<file path="config.mk">
export PLATFORM = sky130hd
export DESIGN_NAME = uvc_isoc_frame_assembler
export DESIGN_NICKNAME = d
export VERILOG_FILES = /design/src/hdl/ifa_pkg.sv /design/src/hdl/ifa_front.sv /design/src/hdl/ifa_queue.sv /design/src/hdl/ifa_back.sv /design/src/hdl/uvc_isoc_frame_assembler.sv
export SDC_FILE = /design/constraint.sdc
export NUM_CORES = 1
export LEC_CHECK = 0
export ABC_CLOCK_PERIOD_IN_PS = 7470
export BUFFER_PORTS_ARGS = -buffer_cell sky130_fd_sc_hd__buf_2
export CAP_MARGIN = 20
export CORE_MARGIN = 5
export CORE_UTILIZATION = 58
export CTS_CLUSTER_SIZE = 12
export DETAILED_ROUTE_END_ITERATION = 12
export GPL_TIMING_DRIVEN = 0
export PLACE_DENSITY = 0.86
export SETUP_SLACK_MARGIN = 0.1
export SLEW_MARGIN = 20
export SYNTH_ARGS = -nofsm -noshare
export SYNTH_HDL_FRONTEND = slang
export SYNTH_SLANG_ARGS = --single-unit
</file>
<file path="constraint.sdc">
create_clock -name aclk -period 7.47 [get_ports aclk]
set_input_delay 2.241 -clock aclk [delete_from_list [all_inputs] [get_ports aclk]]
set_output_delay 2.241 -clock aclk [all_outputs]
set_load 0.01 [all_outputs]
</file>
<file path="src/hdl/ifa_pkg.sv">
// Shared types and constants for the isochronous frame assembler.
package ifa_pkg;

    // Widths fixed by the descriptor and result formats
    localparam int STATUS_W  = 2;
    localparam int PBYTES_W  = 12;
    localparam int HLEN_W    = 8;
    localparam int FILL_W    = 24;
    localparam int EVENT_W   = 3;
    localparam int FEND_W    = 2;
    localparam int CFG_IDX_W = 1;
    localparam int CFG_DATA_W = 24;

    // Depth of the queue between front and back
    localparam int QUEUE_DEPTH = 2;

    // USB completion status codes
    localparam logic [STATUS_W-1:0] USB_DONE    = 2'd0;
    localparam logic [STATUS_W-1:0] USB_ERROR   = 2'd1;
    localparam logic [STATUS_W-1:0] USB_SKIPPED = 2'd2;
    localparam logic [STATUS_W-1:0] USB_GONE    = 2'd3;

    // Result event codes
    localparam logic [EVENT_W-1:0] EV_NONE      = 3'd0;
    localparam logic [EVENT_W-1:0] EV_APPEND    = 3'd1;
    localparam logic [EVENT_W-1:0] EV_UNDERFLOW = 3'd2;
    localparam logic [EVENT_W-1:0] EV_OVERFLOW  = 3'd3;
    localparam logic [EVENT_W-1:0] EV_PAUSED    = 3'd4;

    // Frame end codes
    localparam logic [FEND_W-1:0] FE_NONE    = 2'd0;
    localparam logic [FEND_W-1:0] FE_GOOD    = 2'd1;
    localparam logic [FEND_W-1:0] FE_DISCARD = 2'd2;

    // Configuration register indexes
    localparam logic [CFG_IDX_W-1:0] CFG_STREAM_ENABLE  = 1'd0;
    localparam logic [CFG_IDX_W-1:0] CFG_FRAME_CAPACITY = 1'd1;

    localparam logic [FILL_W-1:0] CAPACITY_RESET = '1;

    // Input descriptor
    typedef struct packed {
        logic [STATUS_W-1:0] usb_status;
        logic [PBYTES_W-1:0] packet_bytes;
        logic [HLEN_W-1:0]   header_length;
        logic                frame_tag;
        logic                error_bit;
        logic                end_bit;
        logic                buffer_free;
    } iso_in_t;

    // Result item
    typedef struct packed {
        logic [EVENT_W-1:0]  event_res;
        logic [FILL_W-1:0]   write_offset;
        logic [PBYTES_W-1:0] write_length;
        logic [HLEN_W-1:0]   data_start;
        logic [FEND_W-1:0]   frame_end;
        logic [FILL_W-1:0]   frame_length;
    } iso_out_t;

    // Packet class decided by the front
    typedef enum logic [1:0] {
        KIND_NOP,
        KIND_ERR,
        KIND_DATA,
        KIND_GONE
    } kind_t;

    // Classified descriptor carried through the queue
    typedef struct packed {
        kind_t               kind;
        logic [PBYTES_W-1:0] payload_len;
        logic [HLEN_W-1:0]   header_length;
        logic                frame_tag;
        logic                error_bit;
        logic                end_bit;
        logic                buffer_free;
    } item_t;

endpackage

</file>
<file path="src/hdl/ifa_front.sv">
// Front end: accepts descriptors, classifies them and pushes them to the queue.
module ifa_front #(
    parameter int MAX_PACKET_BYTES = 3072
) (
    input  ifa_pkg::iso_in_t s_data,
    input  logic             s_valid,
    output logic             s_ready,
    input  logic             q_full,
    output logic             q_push,
    output ifa_pkg::item_t   q_item
);

    localparam logic [ifa_pkg::PBYTES_W-1:0] MaxBytes =
        ifa_pkg::PBYTES_W'(MAX_PACKET_BYTES);

    logic bad_len;

    // Handshake: take a transaction whenever the queue has room
    assign s_ready = !q_full;
    assign q_push  = s_valid && !q_full;

    // Short packets and oversized packets count as USB errors
    assign bad_len = (s_data.packet_bytes < ifa_pkg::PBYTES_W'(s_data.header_length))
                  || (s_data.packet_bytes > MaxBytes);

    // Classification in priority order of the status checks
    always_comb begin
        q_item.payload_len   = s_data.packet_bytes - ifa_pkg::PBYTES_W'(s_data.header_length);
        q_item.header_length = s_data.header_length;
        q_item.frame_tag     = s_data.frame_tag;
        q_item.error_bit     = s_data.error_bit;
        q_item.end_bit       = s_data.end_bit;
        q_item.buffer_free   = s_data.buffer_free;
        case (s_data.usb_status)
            ifa_pkg::USB_GONE:    q_item.kind = ifa_pkg::KIND_GONE;
            ifa_pkg::USB_SKIPPED: q_item.kind = ifa_pkg::KIND_NOP;
            ifa_pkg::USB_ERROR:   q_item.kind = ifa_pkg::KIND_ERR;
            ifa_pkg::USB_DONE: begin
                if (s_data.packet_bytes == '0) begin
                    q_item.kind = ifa_pkg::KIND_NOP;
                end else if (bad_len) begin
                    q_item.kind = ifa_pkg::KIND_ERR;
                end else begin
                    q_item.kind = ifa_pkg::KIND_DATA;
                end
            end
            default:              q_item.kind = ifa_pkg::KIND_NOP;
        endcase
    end

endmodule

</file>
<file path="src/hdl/ifa_queue.sv">
// Short queue of classified descriptors between front and back.
module ifa_queue (
    input  logic           aclk,
    input  logic           aresetn,
    input  logic           push,
    input  ifa_pkg::item_t push_item,
    output logic           full,
    input  logic           pop,
    output logic           q_valid,
    output ifa_pkg::item_t q_item
);

    localparam int PtrW = $clog2(ifa_pkg::QUEUE_DEPTH);
    localparam logic [PtrW:0] Depth = (PtrW + 1)'(ifa_pkg::QUEUE_DEPTH);
    localparam logic [PtrW-1:0] LastPtr = PtrW'(ifa_pkg::QUEUE_DEPTH - 1);

    ifa_pkg::item_t entry_reg [ifa_pkg::QUEUE_DEPTH];
    logic [PtrW-1:0] wr_ptr_reg, rd_ptr_reg;
    logic [PtrW:0]   count_reg, count_next;

    assign full    = (count_reg == Depth);
    assign q_valid = (count_reg != '0);
    assign q_item  = entry_reg[rd_ptr_reg];

    always_comb begin
        count_next = count_reg;
        if (push && !pop) begin
            count_next = count_reg + 1'b1;
        end else if (pop && !push) begin
            count_next = count_reg - 1'b1;
        end
    end

    // Pointers and fill count
    always_ff @(posedge aclk) begin
        if (!aresetn) begin
            wr_ptr_reg <= '0;
            rd_ptr_reg <= '0;
            count_reg  <= '0;
        end else begin
            count_reg <= count_next;
            if (push) begin
                wr_ptr_reg <= (wr_ptr_reg == LastPtr) ? '0 : wr_ptr_reg + 1'b1;
            end
            if (pop) begin
                rd_ptr_reg <= (rd_ptr_reg == LastPtr) ? '0 : rd_ptr_reg + 1'b1;
            end
        end
    end

    // Entry storage
    always_ff @(posedge aclk) begin
        if (push) begin
            entry_reg[wr_ptr_reg] <= push_item;
        end
    end

endmodule

</file>
<file path="src/hdl/ifa_back.sv">
// Back end: frame state, append and frame end decisions, output register.
module ifa_back (
    input  logic                              aclk,
    input  logic                              aresetn,
    input  logic                              cfg_we,
    input  logic [ifa_pkg::CFG_IDX_W-1:0]     cfg_index,
    input  logic [ifa_pkg::CFG_DATA_W-1:0]    cfg_wdata,
    input  logic                              q_valid,
    input  ifa_pkg::item_t                    q_item,
    output logic                              q_pop,
    output logic                              m_valid,
    input  logic                              m_ready,
    output ifa_pkg::iso_out_t                 m_data
);

    logic                        streaming_reg, streaming_next;
    logic                        last_fid_reg, last_fid_next;
    logic                        skip_reg, skip_next;
    logic                        holding_reg, holding_next;
    logic [ifa_pkg::FILL_W-1:0]  fill_reg, fill_next;
    logic [ifa_pkg::FILL_W-1:0]  capacity_reg;
    logic                        out_valid_reg;
    ifa_pkg::iso_out_t           out_reg, out_next;

    logic                        new_frame, holding0, skip1;
    logic [ifa_pkg::FILL_W-1:0]  fill0;
    logic [ifa_pkg::FILL_W:0]    sum;

    assign q_pop   = q_valid && (!out_valid_reg || m_ready);
    assign m_valid = out_valid_reg;
    assign m_data  = out_reg;

    // Frame bookkeeping for a data packet
    assign new_frame = (q_item.frame_tag != last_fid_reg);
    assign holding0  = holding_reg || new_frame;
    assign fill0     = new_frame ? '0 : fill_reg;
    assign skip1     = (new_frame ? q_item.error_bit : skip_reg) || q_item.error_bit;
    assign sum       = {1'b0, fill0} + (ifa_pkg::FILL_W + 1)'(q_item.payload_len);

    // Next state and result for the item at the head of the queue
    always_comb begin
        streaming_next = streaming_reg;
        last_fid_next  = last_fid_reg;
        skip_next      = skip_reg;
        holding_next   = holding_reg;
        fill_next      = fill_reg;
        out_next       = '0;
        if (q_item.kind == ifa_pkg::KIND_GONE) begin
            streaming_next = 1'b0;
            if (streaming_reg) begin
                out_next.event_res = ifa_pkg::EV_PAUSED;
            end
        end else if (streaming_reg) begin
            case (q_item.kind)
                ifa_pkg::KIND_ERR: skip_next = 1'b1;
                ifa_pkg::KIND_DATA: begin
                    last_fid_next = q_item.frame_tag;
                    if (new_frame && !holding_reg && !q_item.buffer_free) begin
                        skip_next          = 1'b1;
                        out_next.event_res = ifa_pkg::EV_UNDERFLOW;
                    end else if (!skip1 && holding0 && (sum > {1'b0, capacity_reg})) begin
                        skip_next          = 1'b1;
                        holding_next       = holding0;
                        fill_next          = fill0;
                        out_next.event_res = ifa_pkg::EV_OVERFLOW;
                    end else begin
                        holding_next = holding0;
                        fill_next    = fill0;
                        skip_next    = skip1;
                        if (!skip1) begin
                            if (!holding0) begin
                                skip_next = 1'b1;
                            end else begin
                                out_next.event_res    = ifa_pkg::EV_APPEND;
                                out_next.write_offset = fill0;
                                out_next.write_length = q_item.payload_len;
                                out_next.data_start   = q_item.header_length;
                                fill_next             = sum[ifa_pkg::FILL_W-1:0];
                            end
                        end
                        // End of frame with a held buffer
                        if (q_item.end_bit && holding0) begin
                            out_next.frame_end    = skip1 ? ifa_pkg::FE_DISCARD
                                                          : ifa_pkg::FE_GOOD;
                            out_next.frame_length = skip1 ? fill0
                                                          : sum[ifa_pkg::FILL_W-1:0];
                            holding_next          = 1'b0;
                            fill_next             = '0;
                        end
                    end
                end
                default: ;
            endcase
        end
    end

    // State, configuration and output register
    always_ff @(posedge aclk) begin
        if (!aresetn) begin
            streaming_reg <= 1'b0;
            last_fid_reg  <= 1'b0;
            skip_reg      <= 1'b0;
            holding_reg   <= 1'b0;
            fill_reg      <= '0;
            capacity_reg  <= ifa_pkg::CAPACITY_RESET;
            out_valid_reg <= 1'b0;
        end else begin
            if (q_pop) begin
                streaming_reg <= streaming_next;
                last_fid_reg  <= last_fid_next;
                skip_reg      <= skip_next;
                holding_reg   <= holding_next;
                fill_reg      <= fill_next;
                out_valid_reg <= 1'b1;
            end else if (m_ready) begin
                out_valid_reg <= 1'b0;
            end
            if (cfg_we) begin
                case (cfg_index)
                    ifa_pkg::CFG_STREAM_ENABLE:  streaming_reg <= cfg_wdata[0];
                    ifa_pkg::CFG_FRAME_CAPACITY: capacity_reg  <= cfg_wdata;
                    default: ;
                endcase
            end
        end
    end

    // Result payload
    always_ff @(posedge aclk) begin
        if (q_pop) begin
            out_reg <= out_next;
        end
    end

endmodule

</file>
<file path="src/hdl/uvc_isoc_frame_assembler.sv">
// Top level of the isochronous frame assembler.
//
// s_* carries one packet descriptor per transaction (USB status, length,
// payload header bits, buffer availability); m_* returns exactly one
// result per descriptor: an append command or an underflow, overflow or
// pause event, plus frame delivery or discard at end of frame.
// cfg_we/cfg_index/cfg_wdata write stream_enable (index 0) and
// frame_capacity (index 1); the user must write them only while the
// block is idle, which the block itself does not enforce.
// A descriptor taken on s_ready enters the queue, and its result is
// registered in the output register when the back end pops it; one
// descriptor per cycle is taken while m_ready is high.
// A two-entry queue separates classification from the frame state, and
// an output register holds a result while m_ready is low; under
// back-to-back traffic a stall on m_ready fills the queue and
// s_ready then stays low until the back end pops again.
// Reset clears streaming, frame id, skip, buffer and fill state and sets
// frame_capacity to its maximum; no result is pending after reset.
module uvc_isoc_frame_assembler #(
    parameter int MAX_PACKET_BYTES = 3072
) (
    input  logic                           aclk,
    input  logic                           aresetn,
    input  logic                           cfg_we,
    input  logic [ifa_pkg::CFG_IDX_W-1:0]  cfg_index,
    input  logic [ifa_pkg::CFG_DATA_W-1:0] cfg_wdata,
    input  logic                           s_valid,
    output logic                           s_ready,
    input  ifa_pkg::iso_in_t               s_data,
    output logic                           m_valid,
    input  logic                           m_ready,
    output ifa_pkg::iso_out_t              m_data
);

    logic           q_full, q_push, q_pop, q_valid;
    ifa_pkg::item_t push_item, head_item;

    ifa_front #(
        .MAX_PACKET_BYTES(MAX_PACKET_BYTES)
    ) u_front (
        .s_data (s_data),
        .s_valid(s_valid),
        .s_ready(s_ready),
        .q_full (q_full),
        .q_push (q_push),
        .q_item (push_item)
    );

    ifa_queue u_queue (
        .aclk     (aclk),
        .aresetn  (aresetn),
        .push     (q_push),
        .push_item(push_item),
        .full     (q_full),
        .pop      (q_pop),
        .q_valid  (q_valid),
        .q_item   (head_item)
    );

    ifa_back u_back (
        .aclk     (aclk),
        .aresetn  (aresetn),
        .cfg_we   (cfg_we),
        .cfg_index(cfg_index),
        .cfg_wdata(cfg_wdata),
        .q_valid  (q_valid),
        .q_item   (head_item),
        .q_pop    (q_pop),
        .m_valid  (m_valid),
        .m_ready  (m_ready),
        .m_data   (m_data)
    );

`ifndef ASSERT_OFF
    // The back end never consumes from an empty queue
    assert property (@(posedge aclk) disable iff (!aresetn) q_pop |-> q_valid)
        else $error("queue popped while empty");

    // Append fields are zero unless the event is an append
    assert property (@(posedge aclk) disable iff (!aresetn)
        (m_valid && m_data.event_res != ifa_pkg::EV_APPEND) |->
        (m_data.write_length == '0 && m_data.write_offset == '0))
        else $error("append fields set without append event");

    // Frame length is zero when no frame ends
    assert property (@(posedge aclk) disable iff (!aresetn)
        (m_valid && m_data.frame_end == ifa_pkg::FE_NONE) |-> m_data.frame_length == '0)
        else $error("frame length set without frame end");
`endif

endmodule

</file>
==> results of run 1 <==
worst min-delay path by stage:
stage / start / to / cells past startpoint
2_1_floorplan: u_back.fill_reg[7]$_SDFFE_PN0P_ / u_back.fill_reg[7]$_SDFFE_PN0P_ / 2
3_3_place_gp: u_back.fill_reg[8]$_SDFFE_PN0P_ / u_back.fill_reg[8]$_SDFFE_PN0P_ / 2
3_5_place_dp: u_back.fill_reg[10]$_SDFFE_PN0P_ / u_back.fill_reg[10]$_SDFFE_PN0P_ / 2
4_1_cts: u_back.fill_reg[8]$_SDFFE_PN0P_ / u_back.fill_reg[8]$_SDFFE_PN0P_ / 2
5_1_grt: u_back.fill_reg[9]$_SDFFE_PN0P_ / u_back.fill_reg[9]$_SDFFE_PN0P_ / 2
6_report: u_back.fill_reg[9]$_SDFFE_PN0P_ / u_back.fill_reg[9]$_SDFFE_PN0P_ / 2
per-stage QoR:
stage | setup slack (ns) | instances | total power [mW] | util | instance area (um^2)
floorplan | 1.409 | 917 | 2.030 | - | 9413
global placement | -0.5241 | 1262 | 2.387 | 0.6502 | 10330
detailed placement | -0.6126 | 1263 | 2.424 | 0.6526 | 10370
CTS | 0.1447 | 1296 | 3.301 | 0.6918 | 10990
global route | 0.08569 | 1298 | 3.451 | 0.6950 | 11040
finish | 0.3100 | 1298 | 3.300 | 0.6950 | 11040
worst min-delay path, cell delays in order (launching register included):
cell	delay [ns]
dfxtp_1	0.31
nand2_1	0.05
o22ai_1	0.06
kinds of logic (layout without fill, tap and decap cells):
family,after synthesis,after routing,synth area share
buf+inv,102,267,0.04147
fa+ha+maj,49,49,0.06673
compound gates,186,186,0.1292
flops,183,183,0.5221
mux,29,29,0.03509
simple gates,324,324,0.1628
xor+xnor,44,44,0.04254
layout make-up:
type	count	area, um^2	area share
plain buffers	38	156.4	0.01417
clock buffers	18	429.2	0.03887
clock inverters	14	140.1	0.01269
inverters	64	242.7	0.02199
multi-input cells	632	4179	0.3785
flip-flops and latches	183	4915	0.4451
well taps	216	270.3	0.02448
repair buffers	133	708.2	0.06414
power by group:
group | leakage, nW | internal [mW] | switching [mW] | total [mW]
registers | 1.68 | 1.38 | 0.0696 | 1.44
logic | 2.51 | 0.332 | 0.649 | 0.981
clock network | 0.279 | 0.469 | 0.405 | 0.874
total | 4.47 | 2.18 | 1.12 | 3.30
layer usage:
metal  up-vias  GRT usage  part of all wire
li1       3611          -                 -
met1      3549     0.3340              0.40
met2       355     0.4311              0.48
met3        73    0.06172             0.084
met4         2     0.1264             0.044
met5         -          0           0.00078
timing repair:
item | CTS | global route
buffers inserted | 1 | 2
hold buffers | 0 | 0
endpoints found under the setup margin | 82 | 54
gates resized for setup | 7 | 12
pin swaps | 0 | 1
cell usage in the layout (no fill, tap or decap), drive strengths merged, types with 5 or more instances in the layout:
cell,Yosys,final
o21a,5,5
xnor2,27,27
o32ai,5,5
mux2,12,12
dfxtp,58,58
nand2b,5,5
o22ai,8,8
a21oi,48,48
nor3,10,10
nand4,14,14
o211ai,26,26
a31oi,7,7
mux2i,17,17
or2,5,5
nand2,108,108
xor2,17,17
edfxtp,125,125
inv,63,70
clkinv,1,5
a21o,5,5
buf,7,141
clkbuf,31,48
and3,11,11
a211oi,10,10
nor4,6,6
nand3,16,16
ha,47,47
and2,29,29
or3,7,7
o21ai,42,42
nor2,91,91
==> run_results.csv, run 1 <==
group,metric,value,unit
pwr,ir_drop,203.7,uV
synthesis,synth-async-reset-ratio,0,
floorplanning,core-area,15890,um^2
routing,routed_wirelength,24390,um
grt,grt_pass1_wl,37780,um
synthesis,synth.most_common_cell,"edfxtp_1",
synthesis,yosysTopAreaCell,"edfxtp_1",
routing,drt-initial-drc-count,775,
routing,firstDrtPassIters,5,
sta,setup_violations,0,
cts,tritoncts,"built",
sta,rsz0062_at_grt,"false",
synthesis,synth_ff_type,"edfxtp_1",
cts,clkSinkCount,183,
cells_and_area,largest_reg_flops,73,
sta,fin_crit_sh,0.9585,
grt,grt_pass1_vias,7337,
cts,cts_buffer_depth,2,
synthesis,synth_top_area_share,0.3988,
worst_setup_path,worstSetupPathType,"flip-flop to flip-flop",
floorplanning,rows,46,
synthesis,synth_area,9413,um^2
grt,track_usage,0.2648,
sta,slew_viol_final,0,
routing,vias,7590,
worst_setup_path,max_stage_delay,0.63,ns
sta,whs,0.4755,ns
sta,tns,0,ns
cells_and_area,area_growth,17.29,%
sta,slew_headroom,0.4375,
cts,cts_buffers,17,
flow_run,maxCapViolCount,0,
sta,worst_pin_slew,0.8320,ns
floorplanning,die_w,137.4,um
sta,fin_crit,7.160,ns
grt,antenna_found_initial,1,
cts,cts-root-buf,"clkbuf_16",
outcome,status,"finished clean",
cts,clock_latency,0.45,ns
pwr,leakagePower,4.470,nW
floorplanning,ios,131,
worst_setup_path,crit_path_max_fanout,10,
sta,fin_skew,0.01186,ns
floorplanning,die_y,137.4,um
worst_setup_path,worstSetupEndpointType,"flip-flop",
sta,final-hold-violation-count,0,
worst_setup_path,crit_path_top_delay_cell,"or4b_1",
placement,place_hpwl,18520,um
routing,postRouteAntennaNets,0,
cells_and_area,diodes,0,
worst_setup_path,required,7.77,ns
worst_setup_path,cp.buffers_inverters,6,
cells_and_area,fillers,1171,
worst_setup_path,critPathArrivalTime,7.46,ns
synthesis,syn_inst,917,
worst_hold_path,hold_path.class,"flip-flop to flip-flop",
placement,place.gp.congestion,1.017,
synthesis,synth.area.top_cells,"edfxtp_1 (40%), dfxtp_1 (12%), ha_1 (6.2%)",
grt,grt_max_degree,67,
routing,drcViolationCount,0,
floorplanning,dieArea,18880,um^2
synthesis,synth_edf_count,125,
cts,htreeDepth,4,
synthesis,yosysSeqAreaShare,0.5221,
synthesis,syn-num-nets,1022,
worst_setup_path,reg2reg_depth,27,
sta,fmax,139.7,MHz
cells_and_area,fin_nets,1174,
cells_and_area,drive_gt1_frac,0.1941,
worst_setup_path,cp.depth,27,
pwr,p_per_area,298.9,nW/um^2
placement,numPortBuffers,129,
routing,viasPerCell,5.847,
grt,grt_overflow,0,
floorplanning,initial_core_util,0.5925,
worst_setup_path,timing.critical_path.to,"u_back.m_data[64]$_SDFFCE_PP0P_",
worst_setup_path,critPathLaunchType,"flip-flop",
synthesis,ys_seq_elements,183,
worst_setup_path,critPathTopFamily,"simple AND/OR/NAND/NOR gates",
synthesis,ys_warn_count,0,
routing,wl_per_cell,18.79,um
synthesis,synth_common_cells,"edfxtp_1 (125), nand2_1 (108), nor2_1 (91)",
worst_setup_path,rr_endpoint,"u_back.m_data[64]$_SDFFCE_PP0P_",
synthesis,avgSynthCellArea,10.26,um^2
cts,clk_pin_slew_worst_paths,0.07,ns
worst_setup_path,r2r_slack,0.31,ns
synthesis,synth_cell_types,68,
Note: power is estimated with default switching activity, not from simulation.
==> run 2: changes to the inputs <==
--- a/config.mk
+++ b/config.mk
@@ -5,7 +5,8 @@
 export SDC_FILE = /design/constraint.sdc
 export NUM_CORES = 1
 export LEC_CHECK = 0
-export ABC_CLOCK_PERIOD_IN_PS = 7470
+export ABC_AREA = 1
+export ABC_CLOCK_PERIOD_IN_PS = 7300
 export BUFFER_PORTS_ARGS = -buffer_cell sky130_fd_sc_hd__buf_2
 export CAP_MARGIN = 20
 export CORE_MARGIN = 5
==> constraint.sdc (replaced) <==
create_clock -name aclk -period 7.3 [get_ports aclk]
set_input_delay 2.19 -clock aclk [delete_from_list [all_inputs] [get_ports aclk]]
set_output_delay 2.19 -clock aclk [all_outputs]
set_load 0.01 [all_outputs]
==> run 2 against run 1 <==
Net effect: sequential share of layout area decreased by 1.2 points; combinational power increased by 40%; clock power increased by 7.8%; final cell count increased by 17%; area after synthesis increased by 2.9%; worst hold slack got worse by 0.0086 ns; highest routed layer is now met4; critical path depth increased by 5; routed wire length increased by 5.7%; largest cell class unchanged; clock-buffer cell count increased by 7; synthesized cell count increased by 24%.
==> run_results.csv, run 2 <==
group,metric,value,unit
sta,rsz0062_at_grt,"false",
worst_setup_path,reg2reg_depth,32,
cells_and_area,diodes,0,
pwr,leakagePower,5.236,nW
cells_and_area,final_common_cell,"nand2_1",
cts,ctsHoldBuffers,0,
pwr,finalPower,3.802,mW
routing,routed_wirelength,25780,um
routing,wl_per_cell,16.96,um
cells_and_area,area_growth,17.25,%
outcome,status,"finished clean",
cts,cts_resized,0,
cells_and_area,final_cell_mix,"nand2_1 (251), nor2_1 (151), inv_1 (146)",
synthesis,synth_cell_types,42,
sta,fmax,165.3,MHz
routing,drcViolationCount,0,
cts,htreeDepth,4,
pwr,switchingPower,1.377,mW
sta,fin_crit,6.049,ns
floorplanning,dieArea,19380,um^2
worst_hold_path,min_delay_path_depth,1,
cells_and_area,largest_reg_flops,73,
floorplanning,initial_core_util,0.5881,
synthesis,synth-async-reset-ratio,0,
synthesis,avgSynthCellArea,8.540,um^2
worst_setup_path,path_common_cell,"nand2_1",
pwr,pwr-share-seq,0.393,
cts,clk_pin_slew_worst_paths,0.06,ns
floorplanning,rows,47,
worst_setup_path,worstSetupPathType,"flip-flop to flip-flop",
synthesis,synth_edf_count,125,
floorplanning,core-area,16470,um^2
cts,clkSinkCount,183,
pwr,p_clk_frac,0.248,
sta,fin_ws,1.251,ns
floorplanning,ios,131,
worst_setup_path,worstSetupEndpointType,"flip-flop",
placement,dpl_cell_area,10750,um^2
worst_setup_path,crit_path_top_delay_cell,"clkbuf_1",
worst_setup_path,critPathLaunchType,"flip-flop",
cells_and_area,stdcell_count,1520,
cells_and_area,fin_nets,1392,
pwr,internal-power,2.425,mW
synthesis,synth.area.top_cells,"edfxtp_1 (39%), dfxtp_1 (12%), nand2_1 (9.7%)",
worst_hold_path,hold_path.class,"flip-flop to flip-flop",
worst_setup_path,timing.critical_path.to,"u_back.m_data[48]$_SDFFCE_PP0P_",
synthesis,syn-num-nets,1239,
pwr,p_per_area,334.8,nW/um^2
cts,tritoncts,"built",
placement,pre_cts_slack,1.514,ns
sta,setup_violations,0,
routing,firstDrtPassIters,6,
synthesis,synth_ff_type,"edfxtp_1",
synthesis,yosysSeqAreaShare,0.5075,
grt,grt_max_degree,27,
pwr,combinationalPowerShare,0.360,
floorplanning,die_y,139.2,um
synthesis,yosysTopAreaCell,"edfxtp_1",
placement,numPortBuffers,130,
cells_and_area,fillers,1287,
synthesis,syn_inst,1134,
cts,cts_buffers,17,
synthesis,ys_warn_count,0,
worst_setup_path,r2r_slack,1.25,ns
placement,place.gp.congestion,0.9481,
placement,place_hpwl,19490,um
sta,tns,0,ns
worst_setup_path,crit_path_max_fanout,10,
synthesis,ys_seq_elements,183,
synthesis,synth_top_area_share,0.3876,
cts,clock_latency,0.44,ns
pwr,ir_drop,191.8,uV
grt,grt_pass1_vias,8327,
sta,worst_pin_slew,0.7664,ns
grt,antenna_found_initial,0,
pwr,p_sw_frac,0.3622,
routing,viasPerCell,5.511,
routing,vias,8376,
cells_and_area,final-seq-area,4915,um^2
sta,final-hold-violation-count,0,
routing,postRouteAntennaNets,0,
routing,drt-initial-drc-count,714,
placement,placedCellCount,1488,
sta,fin_crit_sh,0.8286,
sta,fin_skew,0.01181,ns
synthesis,synth_area,9684,um^2
cells_and_area,post-route-util,0.6896,
cts,post_cts_buffers,0,
cells_and_area,drive_gt1_frac,0.1569,
worst_setup_path,critPathArrivalTime,6.21,ns
sta,slew_viol_final,0,
cells_and_area,multi_input_area,4039,um^2
floorplanning,die_w,139.2,um
worst_setup_path,rr_endpoint,"u_back.m_data[48]$_SDFFCE_PP0P_",
worst_setup_path,required,7.46,ns
sta,slew_headroom,0.4879,
grt,grt_pass1_wl,41430,um
grt,grt_overflow,0,
cells_and_area,stdcell_area,11350,um^2
cts,cts-root-buf,"clkbuf_16",
sta,whs,0.4669,ns
worst_setup_path,max_stage_delay,0.55,ns
grt,track_usage,0.2670,
flow_run,maxCapViolCount,0,
synthesis,synth_common_cells,"nand2_1 (251), nor2_1 (153), inv_1 (146)",
synthesis,synth.most_common_cell,"nand2_1",
cts,cts_buffer_depth,2,
[run 2: cell count changes after synthesis, sizes merged, moves of 20 or more]
cell   delta
nand2   +154
inv      +86
nor2     +70
o21ai    +51
and2     -25
xnor2    -20
[run 2: metal layers]
layer / up-vias / part of all wire / track usage
li1: 4038 / - / -
met1: 3935 / 0.40 / 0.3229
met2: 359 / 0.50 / 0.4687
met3: 44 / 0.081 / 0.06552
met4: 0 / 0.022 / 0.09011
met5: - / 0 / 0
[run 2: logic make-up after synthesis]
family | share of synthesized area
buffers and inverters | 0.07817
adders and majority gates | 0.06486
DFF | 0.5075
xor gates and xnor gates | 0.02351
AOI/OAI and AO/OA | 0.1123
and+or+nand+nor | 0.2127
muxes | 0.001034
[run 2: how the worst min path moves through the flow]
| stage | start | to |
|---|---|---|
| 5_1_grt | u_queue.rd_ptr_reg$_SDFFE_PN0P_ | u_queue.rd_ptr_reg$_SDFFE_PN0P_ |
| 2_1_floorplan | u_queue.rd_ptr_reg$_SDFFE_PN0P_ | flip-flop |
| 4_1_cts | u_queue.rd_ptr_reg$_SDFFE_PN0P_ | u_queue.rd_ptr_reg$_SDFFE_PN0P_ |
| 3_3_place_gp | u_queue.rd_ptr_reg$_SDFFE_PN0P_ | flip-flop |
| 6_report | u_queue.rd_ptr_reg$_SDFFE_PN0P_ | flip-flop |
| 3_5_place_dp | u_queue.rd_ptr_reg$_SDFFE_PN0P_ | u_queue.rd_ptr_reg$_SDFFE_PN0P_ |
[run 2: worst max-delay path, delay by kind of cell (launching register included)]
kind | cells | cell delay [ns]
xor+xnor | 1 | 0.27
simple gates | 20 | 2.30
fa+ha+maj | 2 | 0.58
compound gates | 3 | 0.91
buf+inv | 6 | 1.36
flops | 1 | 0.32
[run 2: final cells by class]
type | count | area share
clock inverter | 7 | 0.008044
multi-input combinational | 764 | 0.3557
inverter | 149 | 0.04948
tap | 220 | 0.02424
timing repair buffer | 134 | 0.06700
buffer | 38 | 0.01719
sequential | 183 | 0.4328
clock buffer | 25 | 0.04551
[run 2: power groups by stage]
| stage | Combinational, mW | Sequential, mW | Clock (mW) |
|---|---|---|---|
| after global placement | 1.23 | 1.53 | 0 |
| after CTS | 1.36 | 1.49 | 0.949 |
| after global routing | 1.49 | 1.51 | 0.997 |
| final | 1.37 | 1.49 | 0.942 |
| after detailed placement | 1.34 | 1.51 | 0 |
| after floorplan | 0.708 | 1.62 | 0 |
